[src/sv/irc_pkg.sv]
// shared types, constants and the digit character map for the radix converter
package irc_pkg;

    localparam int VALUE_W   = 64;
    localparam int RADIX_W   = 6;
    localparam int MIN_RADIX = 2;
    localparam int BCD_N     = 20;
    localparam int BCD_W     = 4 * BCD_N;
    localparam int BUF_DEPTH = 64;
    localparam int BUF_AW    = 6;
    localparam int CNT_W     = 7;
    localparam int DIV_STEPS = 8;
    localparam int DIV_CHUNKS = VALUE_W / DIV_STEPS;

    localparam logic [VALUE_W-1:0] POS_LIMIT = 64'h7FFF_FFFF_FFFF_FFFF;

    typedef struct packed {
        logic [VALUE_W-1:0] value;
        logic [RADIX_W-1:0] src_mag;
        logic [RADIX_W-1:0] tgt_mag;
        logic               tgt_neg;
        logic               src_ten;
        logic               is_null;
    } t_job;

    typedef enum logic [2:0] {
        S_IDLE,
        S_BCD,
        S_REREAD,
        S_SETUP,
        S_DIV,
        S_PRIME,
        S_EMIT
    } t_state;

    function automatic logic [7:0] f_digit_char(input logic [RADIX_W-1:0] d);
        logic [7:0] c;
        if (d < RADIX_W'(10)) begin
            c = 8'd48 + {2'b00, d};
        end else begin
            c = 8'd55 + {2'b00, d};
        end
        return c;
    endfunction

endpackage

[src/sv/irc_front.sv]
// front end: checks radices and sign, builds a job for the queue
module irc_front #(
    parameter int MAX_RADIX = 36
) (
    input  logic signed [63:0] i_value,
    input  logic signed [7:0]  i_source_radix,
    input  logic signed [7:0]  i_target_radix,
    output irc_pkg::t_job      o_job
);
    import irc_pkg::*;

    logic [7:0] w_src;
    logic [7:0] w_tgt;
    logic [7:0] w_src_mag;
    logic [7:0] w_tgt_mag;
    logic       w_src_bad;
    logic       w_tgt_bad;

    always_comb begin
        w_src     = i_source_radix;
        w_tgt     = i_target_radix;
        w_src_mag = w_src[7] ? (~w_src + 8'd1) : w_src;
        w_tgt_mag = w_tgt[7] ? (~w_tgt + 8'd1) : w_tgt;
        w_src_bad = (w_src_mag < 8'(MIN_RADIX)) || (w_src_mag > 8'(MAX_RADIX));
        w_tgt_bad = (w_tgt_mag < 8'(MIN_RADIX)) || (w_tgt_mag > 8'(MAX_RADIX));

        o_job.value   = i_value;
        o_job.src_mag = w_src_mag[RADIX_W-1:0];
        o_job.tgt_mag = w_tgt_mag[RADIX_W-1:0];
        o_job.tgt_neg = w_tgt[7];
        o_job.src_ten = (w_src == 8'd10);
        o_job.is_null = w_src_bad || w_tgt_bad || (w_src[7] && !i_value[63]);
    end

endmodule

[src/sv/irc_queue.sv]
// two-entry job queue between front and back
module irc_queue (
    input  logic          i_clk,
    input  logic          i_rst_n,
    input  logic          i_push,
    input  irc_pkg::t_job i_job,
    input  logic          i_pop,
    output irc_pkg::t_job o_job,
    output logic          o_empty,
    output logic          o_full
);
    import irc_pkg::*;

    t_job       r_mem [2];
    logic       r_wr_ptr;
    logic       r_rd_ptr;
    logic [1:0] r_count;

    always_ff @(posedge i_clk) begin
        if (!i_rst_n) begin
            r_wr_ptr <= 1'b0;
            r_rd_ptr <= 1'b0;
            r_count  <= 2'd0;
        end else begin
            if (i_push) begin
                r_wr_ptr <= ~r_wr_ptr;
            end
            if (i_pop) begin
                r_rd_ptr <= ~r_rd_ptr;
            end
            r_count <= r_count + {1'b0, i_push} - {1'b0, i_pop};
        end
    end

    always_ff @(posedge i_clk) begin
        if (i_push) begin
            r_mem[r_wr_ptr] <= i_job;
        end
    end

    assign o_job   = r_mem[r_rd_ptr];
    assign o_empty = (r_count == 2'd0);
    assign o_full  = (r_count == 2'd2);

endmodule

[src/sv/irc_back.sv]
// back end: decimal reread in the source radix unless it is ten, then digit generation and output
module irc_back (
    input  logic          i_clk,
    input  logic          i_rst_n,
    input  irc_pkg::t_job i_job,
    input  logic          i_empty,
    output logic          o_pop,
    output logic          o_strobe,
    output logic [7:0]    o_digit_char,
    output logic          o_negative,
    output logic          o_is_null,
    output logic          o_last
);
    import irc_pkg::*;

    t_state             r_state, n_state;
    t_job               r_job, n_job;
    logic [VALUE_W-1:0] r_bin, n_bin;
    logic [BCD_W-1:0]   r_bcd, n_bcd;
    logic [VALUE_W-1:0] r_sum, n_sum;
    logic [VALUE_W-1:0] r_place, n_place;
    logic               r_place_big, n_place_big;
    logic [VALUE_W-1:0] r_num, n_num;
    logic [VALUE_W-1:0] r_t, n_t;
    logic [RADIX_W-1:0] r_rem, n_rem;
    logic [CNT_W-1:0]   r_step, n_step;
    logic [CNT_W-1:0]   r_cnt, n_cnt;
    logic               r_neg, n_neg;
    logic               r_strobe, n_strobe;
    logic [7:0]         r_char, n_char;
    logic               r_out_neg, n_out_neg;
    logic               r_out_null, n_out_null;
    logic               r_out_last, n_out_last;

    logic [RADIX_W-1:0] r_buf [BUF_DEPTH];
    logic [RADIX_W-1:0] r_rdata;
    logic               w_buf_we;
    logic [BUF_AW-1:0]  w_buf_raddr;
    logic [CNT_W-1:0]   w_raddr_full;

    logic [BCD_W-1:0]   w_bcd_adj;
    logic [3:0]         w_dig;
    logic               w_dig_bad;
    logic [67:0]        w_dprod;
    logic [68:0]        w_sum_ext;
    logic               w_ovf_add;
    logic [69:0]        w_pprod;
    logic               w_pbig;
    logic               w_dig_ovf;
    logic               w_rest_zero;
    logic [VALUE_W-1:0] w_sum_new;
    logic [VALUE_W-1:0] w_in_mag;
    logic               w_neg_out;
    logic [RADIX_W-1:0] w_div_rem;
    logic [VALUE_W-1:0] w_div_t;
    logic               w_chunk_end;
    logic               w_div_done;

    // double dabble adjust
    always_comb begin
        for (int i = 0; i < BCD_N; i++) begin
            w_bcd_adj[4*i +: 4] = (r_bcd[4*i +: 4] >= 4'd5) ?
                                  (r_bcd[4*i +: 4] + 4'd3) : r_bcd[4*i +: 4];
        end
    end

    // one decimal digit of the reread
    assign w_dig       = r_bcd[3:0];
    assign w_dig_bad   = ({2'b00, w_dig} >= r_job.src_mag);
    assign w_dprod     = {64'd0, w_dig} * {4'd0, r_place};
    assign w_sum_ext   = {5'd0, r_sum} + {1'b0, w_dprod};
    assign w_ovf_add   = (w_sum_ext > {5'd0, POS_LIMIT});
    assign w_pprod     = {6'd0, r_place} * {64'd0, r_job.src_mag};
    assign w_pbig      = (w_pprod > {6'd0, POS_LIMIT});
    assign w_dig_ovf   = !w_dig_bad && (w_dig != 4'd0) && (r_place_big || w_ovf_add);
    assign w_rest_zero = (r_bcd[BCD_W-1:4] == '0);
    assign w_sum_new   = w_dig_bad ? '0 : w_sum_ext[VALUE_W-1:0];
    assign w_in_mag    = i_job.value[VALUE_W-1] ? (~i_job.value + 64'd1) : i_job.value;
    assign w_neg_out   = r_job.tgt_neg && r_num[VALUE_W-1];

    // eight restoring division steps per cycle
    always_comb begin
        logic [RADIX_W:0]   v_r;
        logic [RADIX_W-1:0] v_rem;
        logic [VALUE_W-1:0] v_t;
        v_rem = r_rem;
        v_t   = r_t;
        for (int k = 0; k < DIV_STEPS; k++) begin
            v_r = {v_rem, v_t[VALUE_W-1]};
            v_t = {v_t[VALUE_W-2:0], 1'b0};
            if (v_r >= {1'b0, r_job.tgt_mag}) begin
                v_r    = v_r - {1'b0, r_job.tgt_mag};
                v_t[0] = 1'b1;
            end
            v_rem = v_r[RADIX_W-1:0];
        end
        w_div_rem = v_rem;
        w_div_t   = v_t;
    end

    assign w_chunk_end = (r_step == CNT_W'(DIV_CHUNKS - 1));
    assign w_div_done  = w_chunk_end &&
                         ((w_div_t == '0) || (r_cnt == CNT_W'(BUF_DEPTH - 1)));

    // next state
    always_comb begin
        n_state = r_state;
        unique case (r_state)
            S_IDLE: begin
                if (!i_empty && !i_job.is_null) begin
                    n_state = i_job.src_ten ? S_SETUP : S_BCD;
                end
            end
            S_BCD: begin
                if (r_step == CNT_W'(VALUE_W - 1)) begin
                    n_state = S_REREAD;
                end
            end
            S_REREAD: begin
                if (w_dig_ovf || w_rest_zero) begin
                    n_state = S_SETUP;
                end
            end
            S_SETUP: n_state = S_DIV;
            S_DIV: begin
                if (w_div_done) begin
                    n_state = S_PRIME;
                end
            end
            S_PRIME: n_state = S_EMIT;
            S_EMIT: begin
                if (r_cnt == CNT_W'(1)) begin
                    n_state = S_IDLE;
                end
            end
            default: n_state = S_IDLE;
        endcase
    end

    // datapath and outputs
    always_comb begin
        n_job       = r_job;
        n_bin       = r_bin;
        n_bcd       = r_bcd;
        n_sum       = r_sum;
        n_place     = r_place;
        n_place_big = r_place_big;
        n_num       = r_num;
        n_t         = r_t;
        n_rem       = r_rem;
        n_step      = r_step;
        n_cnt       = r_cnt;
        n_neg       = r_neg;
        n_strobe    = 1'b0;
        n_char      = r_char;
        n_out_neg   = r_out_neg;
        n_out_null  = r_out_null;
        n_out_last  = r_out_last;
        o_pop       = 1'b0;
        w_buf_we    = 1'b0;
        w_raddr_full = r_cnt - CNT_W'(1);
        unique case (r_state)
            S_IDLE: begin
                if (!i_empty) begin
                    o_pop       = 1'b1;
                    n_job       = i_job;
                    n_bin       = w_in_mag;
                    n_bcd       = '0;
                    n_step      = '0;
                    n_sum       = '0;
                    n_place     = 64'd1;
                    n_place_big = 1'b0;
                    n_num       = i_job.value;
                    if (i_job.is_null) begin
                        n_strobe   = 1'b1;
                        n_char     = 8'd0;
                        n_out_neg  = 1'b0;
                        n_out_null = 1'b1;
                        n_out_last = 1'b1;
                    end
                end
            end
            S_BCD: begin
                n_bcd  = {w_bcd_adj[BCD_W-2:0], r_bin[VALUE_W-1]};
                n_bin  = {r_bin[VALUE_W-2:0], 1'b0};
                n_step = r_step + CNT_W'(1);
            end
            S_REREAD: begin
                n_bcd = {4'd0, r_bcd[BCD_W-1:4]};
                if (w_dig_bad) begin
                    n_sum       = '0;
                    n_place     = 64'd1;
                    n_place_big = 1'b0;
                end else begin
                    if (w_dig != 4'd0) begin
                        n_sum = w_sum_ext[VALUE_W-1:0];
                    end
                    if (!r_place_big) begin
                        if (w_pbig) begin
                            n_place_big = 1'b1;
                        end else begin
                            n_place = w_pprod[VALUE_W-1:0];
                        end
                    end
                end
                if (w_dig_ovf) begin
                    n_num = '1;
                end else if (w_rest_zero) begin
                    n_num = (w_dig != 4'd0 || w_dig_bad) ? w_sum_new : r_sum;
                    if (r_job.value[VALUE_W-1]) begin
                        n_num = ~n_num + 64'd1;
                    end
                end
            end
            S_SETUP: begin
                n_neg  = w_neg_out;
                n_t    = w_neg_out ? (~r_num + 64'd1) : r_num;
                n_rem  = '0;
                n_step = '0;
                n_cnt  = '0;
            end
            S_DIV: begin
                n_t    = w_div_t;
                n_rem  = w_div_rem;
                n_step = r_step + CNT_W'(1);
                if (w_chunk_end) begin
                    w_buf_we = 1'b1;
                    n_rem    = '0;
                    n_step   = '0;
                    n_cnt    = r_cnt + CNT_W'(1);
                end
            end
            S_PRIME: begin
                w_raddr_full = r_cnt - CNT_W'(1);
            end
            S_EMIT: begin
                n_strobe     = 1'b1;
                n_char       = f_digit_char(r_rdata);
                n_out_neg    = r_neg;
                n_out_null   = 1'b0;
                n_out_last   = (r_cnt == CNT_W'(1));
                n_cnt        = r_cnt - CNT_W'(1);
                w_raddr_full = r_cnt - CNT_W'(2);
            end
            default: begin
                n_strobe = 1'b0;
            end
        endcase
    end

    assign w_buf_raddr = w_raddr_full[BUF_AW-1:0];

    always_ff @(posedge i_clk) begin
        if (w_buf_we) begin
            r_buf[r_cnt[BUF_AW-1:0]] <= w_div_rem;
        end
        r_rdata <= r_buf[w_buf_raddr];
    end

    always_ff @(posedge i_clk) begin
        if (!i_rst_n) begin
            r_state  <= S_IDLE;
            r_strobe <= 1'b0;
        end else begin
            r_state  <= n_state;
            r_strobe <= n_strobe;
        end
    end

    always_ff @(posedge i_clk) begin
        r_job       <= n_job;
        r_bin       <= n_bin;
        r_bcd       <= n_bcd;
        r_sum       <= n_sum;
        r_place     <= n_place;
        r_place_big <= n_place_big;
        r_num       <= n_num;
        r_t         <= n_t;
        r_rem       <= n_rem;
        r_step      <= n_step;
        r_cnt       <= n_cnt;
        r_neg       <= n_neg;
        r_char      <= n_char;
        r_out_neg   <= n_out_neg;
        r_out_null  <= n_out_null;
        r_out_last  <= n_out_last;
    end

    assign o_strobe     = r_strobe;
    assign o_digit_char = r_char;
    assign o_negative   = r_out_neg;
    assign o_is_null    = r_out_null;
    assign o_last       = r_out_last;

endmodule

[src/sv/integer_radix_conversion.sv]
// top level of the integer radix converter
// An item is taken when start is high and busy is low; busy rises only when the
// two-entry job queue is full. Results come one per cycle on o_strobe and cannot
// be held off. A null item gives its single result on the cycle after it
// reaches the back end. Otherwise the back end converts the magnitude from binary to
// decimal by double dabble (skipped when the source radix is ten), rereads the
// decimal digits in the source radix one per cycle (up to 19), then forms the output
// digits least significant first in the restoring divider, then streams them out
// one digit per cycle, most significant first.
module integer_radix_conversion #(
    parameter int MAX_RADIX = 36
) (
    input  logic              i_clk,
    input  logic              i_rst_n,
    input  logic              start,
    output logic              busy,
    input  logic signed [63:0] i_value,
    input  logic signed [7:0]  i_source_radix,
    input  logic signed [7:0]  i_target_radix,
    output logic              o_strobe,
    output logic [7:0]        o_digit_char,
    output logic              o_negative,
    output logic              o_is_null,
    output logic              o_last
);
    import irc_pkg::*;

    t_job w_front_job;
    t_job w_head_job;
    logic w_push;
    logic w_pop;
    logic w_empty;
    logic w_full;

    assign w_push = start && !w_full;
    assign busy   = w_full;

    irc_front #(
        .MAX_RADIX (MAX_RADIX)
    ) u_front (
        .i_value        (i_value),
        .i_source_radix (i_source_radix),
        .i_target_radix (i_target_radix),
        .o_job          (w_front_job)
    );

    irc_queue u_queue (
        .i_clk   (i_clk),
        .i_rst_n (i_rst_n),
        .i_push  (w_push),
        .i_job   (w_front_job),
        .i_pop   (w_pop),
        .o_job   (w_head_job),
        .o_empty (w_empty),
        .o_full  (w_full)
    );

    irc_back u_back (
        .i_clk        (i_clk),
        .i_rst_n      (i_rst_n),
        .i_job        (w_head_job),
        .i_empty      (w_empty),
        .o_pop        (w_pop),
        .o_strobe     (o_strobe),
        .o_digit_char (o_digit_char),
        .o_negative   (o_negative),
        .o_is_null    (o_is_null),
        .o_last       (o_last)
    );

endmodule

[config.mk]
export PLATFORM = sky130hd
export DESIGN_NAME = integer_radix_conversion
export DESIGN_NICKNAME = d
export VERILOG_FILES = /design/src/sv/irc_pkg.sv /design/src/sv/irc_front.sv /design/src/sv/irc_queue.sv /design/src/sv/irc_back.sv /design/src/sv/integer_radix_conversion.sv
export SDC_FILE = /design/constraint.sdc
export NUM_CORES = 2
export LEC_CHECK = 0
export BUFFER_PORTS_ARGS = -buffer_cell sky130_fd_sc_hd__buf_2
export CAP_MARGIN = 40
export CORE_AREA = 3 3 404 406
export CTS_CLUSTER_DIAMETER = 100
export DETAILED_ROUTE_END_ITERATION = 8
export DIE_AREA = 0 0 407 409
export PLACE_DENSITY_LB_ADDON = 0.3
export SLEW_MARGIN = 10
export SYNTH_ARGS = -nofsm -noshare
export SYNTH_HDL_FRONTEND = slang
export SYNTH_HIERARCHICAL = 1
export SYNTH_SLANG_ARGS = --single-unit
[constraint.sdc]
create_clock -name i_clk -period 28.3 [get_ports i_clk]
set_input_delay 2.83 -clock i_clk [delete_from_list [all_inputs] [get_ports i_clk]]
set_output_delay 2.83 -clock i_clk [all_outputs]
set_load 0.05 [all_outputs]
==> impl_metrics.env <==
export IMPL_r2r_cells=80
export IMPL_criticalPathCategory="flop to flop"
export IMPL_synth_top_area_frac=0.413
export IMPL_grt_pass1_vias=50500
export IMPL_cts_root_buf="clkbuf_16"
export IMPL_grt_antenna_before_repair=4
export IMPL_initialDrtViolationCount=4362
export IMPL_hpwlAfterDp_um=130000
export IMPL_synth_top_cell_by_area="edfxtp_1"
export IMPL_rsz0062_at_grt="no"
export IMPL_rr_endpoint="u_back/r_state[1]"
export IMPL_postPlaceCellArea_mm2=0.0739
export IMPL_final_area_mm2=0.0776
export IMPL_hp_start="u_back/r_bin[51]"
export IMPL_via_per_inst=5.69
export IMPL_die_y_um=409
export IMPL_synth_top_cells_by_area="edfxtp_1, fa_1, nand2_1"
export IMPL_synth_top_family_by_area="adder cells"
export IMPL_syn_area_mm2=0.0718
export IMPL_grt_pass1_wl_um=286000
export IMPL_numClockSinks=1003
export IMPL_syn_avg_cell_area_um2=10.6
export IMPL_synth_fa_ha_area_frac=0.174
export IMPL_routabilityCongestion=0.910
export IMPL_synth_cell_types=112
export IMPL_synth_nets=7590
export IMPL_clk_latency_ns=0.76
export IMPL_die_w_um=407
export IMPL_grt_max_degree=81
export IMPL_yosysSeqAreaShare=0.418
export IMPL_cts_resized=0
export IMPL_cp_endpoint="u_back/r_state[1]"
export IMPL_clk_path_buf_depth=3
export IMPL_setup_viol_count_final=0
export IMPL_period_minus_slack_ns=21.00
export IMPL_synth_xor_area_frac=0.0475
export IMPL_tightestPinTransition_ns=0.963
export IMPL_crit_slowest_cell="edfxtp_1"
export IMPL_async_flop_share=0
export IMPL_slew_violations=0
export IMPL_placedCellCount=8662
export IMPL_drv_cap=0
export IMPL_required_ns=28.93
export IMPL_io_pins=96
export IMPL_synthSimpleGateAreaFrac=0.138
export IMPL_ys_seq_elements=1003
export IMPL_skew_ns=0.0437
export IMPL_met1_length_um=78400
export IMPL_wl_met3_um=10000
export IMPL_ctsHoldBuffers=0
export IMPL_startpoint="u_back/r_job[4]"
export IMPL_hold_path_class="flop to flop"
export IMPL_timing_setup_tns_ns=0
export IMPL_cts_made_buffers=108
export IMPL_areaGrowthSynthToFinish_pct=8.06
export IMPL_post_cts_buffers=0
export IMPL_max_slew_margin_rel=0.351
export IMPL_top_layer="met4"
export IMPL_grt_usage=0.217
export IMPL_endpoint_kind="flop"
export IMPL_wl_um=181000
export IMPL_port_buffer_count=94
export IMPL_yosysWarnings=6
export IMPL_wire_per_inst_um=20.4
export IMPL_drive_gt1_frac=0.0942
export IMPL_cts_htree_levels=3
export IMPL_setup_worst_path_start_class="flop"
export IMPL_synth_edf_count=988
export IMPL_ys_flop_type="edfxtp_1"
export IMPL_num_rows=147
export IMPL_grt_overflow_total=0
export IMPL_cts_tree="yes"
export IMPL_rrSetupSlack_ns=7.30
export IMPL_drc=0
export IMPL_num_nets_final=7430
export IMPL_synth_compound_area_share=0.114
export IMPL_dr_pass1_iters=5
export IMPL_muxShareOfSynthArea=0.0537
export IMPL_fmax_ghz=0.0476
export IMPL_arrival_ns=21.63
export IMPL_die_area_mm2=0.166
export IMPL_num_vias=50500
export IMPL_fin_crit_sh=0.742
export IMPL_start_util=0.448
export IMPL_max_stage_delay_ns=0.77
export IMPL_regToRegStartpoint="u_back/r_job[4]"
export IMPL_clk_pin_slew_worst_paths_ns=0.06
export IMPL_wl_met2_um=87400
export IMPL_status="finished clean"
export IMPL_final_cell_count_no_fill=8872
export IMPL_hold_viol_final=0
export IMPL_antenna_left=0
export IMPL_core_area_mm2=0.160
export IMPL_synthCells=6775
export IMPL_cp_max_fo=15
[kinds of logic (layout without fill, tap and decap cells)]
logic type / after synthesis / count (layout)
AO/OA/AOI/OAI: 1318 / 1318
XOR/XNOR: 387 / 387
adder cells (fa/ha/maj): 732 / 732
buffers and inverters: 972 / 906
flip-flops: 1003 / 1003
multiplexers: 240 / 240
other: 1 / 4
AND/OR/NAND/NOR: 2122 / 2122
[per-layer routing]
metal,vias to the layer above,GRT usage
met3,290,0.0283
met2,1481,0.357
met4,0,0.0648
li1,23300,-
met5,-,0
met1,25400,0.301
[critical path: cells and delay by family, from the launching register on]
family          cells  cell delay, ns
mux                 2            0.77
buf+inv             6            1.01
fa+ha+maj           8            2.43
compound gates     42           11.32
flops               1            0.77
simple gates       22            4.56
[synth_stat cells (45+ instances only)]
cell type / count
a21oi_1: 390
nor2_1: 435
clkbuf_1: 300
o21ai_0: 386
buf_1: 50
nand2_1: 966
o31ai_1: 60
a21o_1: 99
nand3_1: 45
buf_4: 69
mux4_2: 102
edfxtp_1: 988
nor2b_1: 61
xnor2_1: 177
nand4_1: 59
and2_1: 180
inv_1: 534
ha_1: 288
fa_1: 444
a211oi_1: 47
xor2_1: 208
nor3_1: 73
nand2b_1: 57
mux2_2: 82
[sequential cells by signal (all words and copies together), names as in the netlist, 64 cells and up, named ones only]
signal,cells
u_back/r_t,64
u_queue/r_mem,158
u_back/r_num,64
u_back/r_bin,64
u_back/r_buf,384
u_back/r_place,64
u_back/r_sum,64
u_back/r_bcd,80
[cell usage in the layout, fill, tap and decap left out, types with 60 or more instances in the layout]
cell	count
nor2_1	432
o21ai_0	384
ha_1	287
o31ai_1	60
xnor2_1	177
and2_1	178
mux4_2	102
xor2_1	207
a21o_1	99
buf_2	96
nor3_1	72
mux2_2	82
a21oi_1	388
clkbuf_16	108
edfxtp_1	988
inv_1	534
fa_1	444
nand2_1	963
[how the worst min path moves through the flow]
stage	slack [ns]	cells past startpoint	to
4_1_cts	0.53	2	u_back/r_bin[52]
3_5_place_dp	0.51	2	u_back/r_bin[46]
6_report	0.52	2	u_back/r_bin[52]
2_1_floorplan	0.50	2	u_back/r_bcd[0]
3_3_place_gp	0.50	2	u_back/r_bin[52]
5_1_grt	0.54	2	u_back/r_bin[47]
[layout make-up]
cell class,count,area (um^2)
sequential,1003,30000
clock buffer,119,2740
fill,14500,82600
inverter,537,2020
multi-input combinational,4800,38000
antenna,3,7.51
clock inverter,85,917
timing repair buffer,165,1190
tap,2160,2700
[metrics by stage]
| step | hold slack [ns] | utilization | setup WS (ns) |
|---|---|---|---|
| 6_report | 0.525 | 0.484 | 7.30 |
| 5_1_grt | 0.539 | 0.484 | 5.17 |
| 4_1_cts | 0.527 | 0.484 | 7.13 |
| 3_5_place_dp | 0.512 | 0.461 | 7.21 |
| 3_3_place_gp | 0.500 | 0.459 | 7.19 |
| 2_1_floorplan | 0.496 | - | 9.50 |
Power is left out: the tool's default activity adds up to more than one toggle a clock period on the data nets, which glitch-free logic cannot reach.
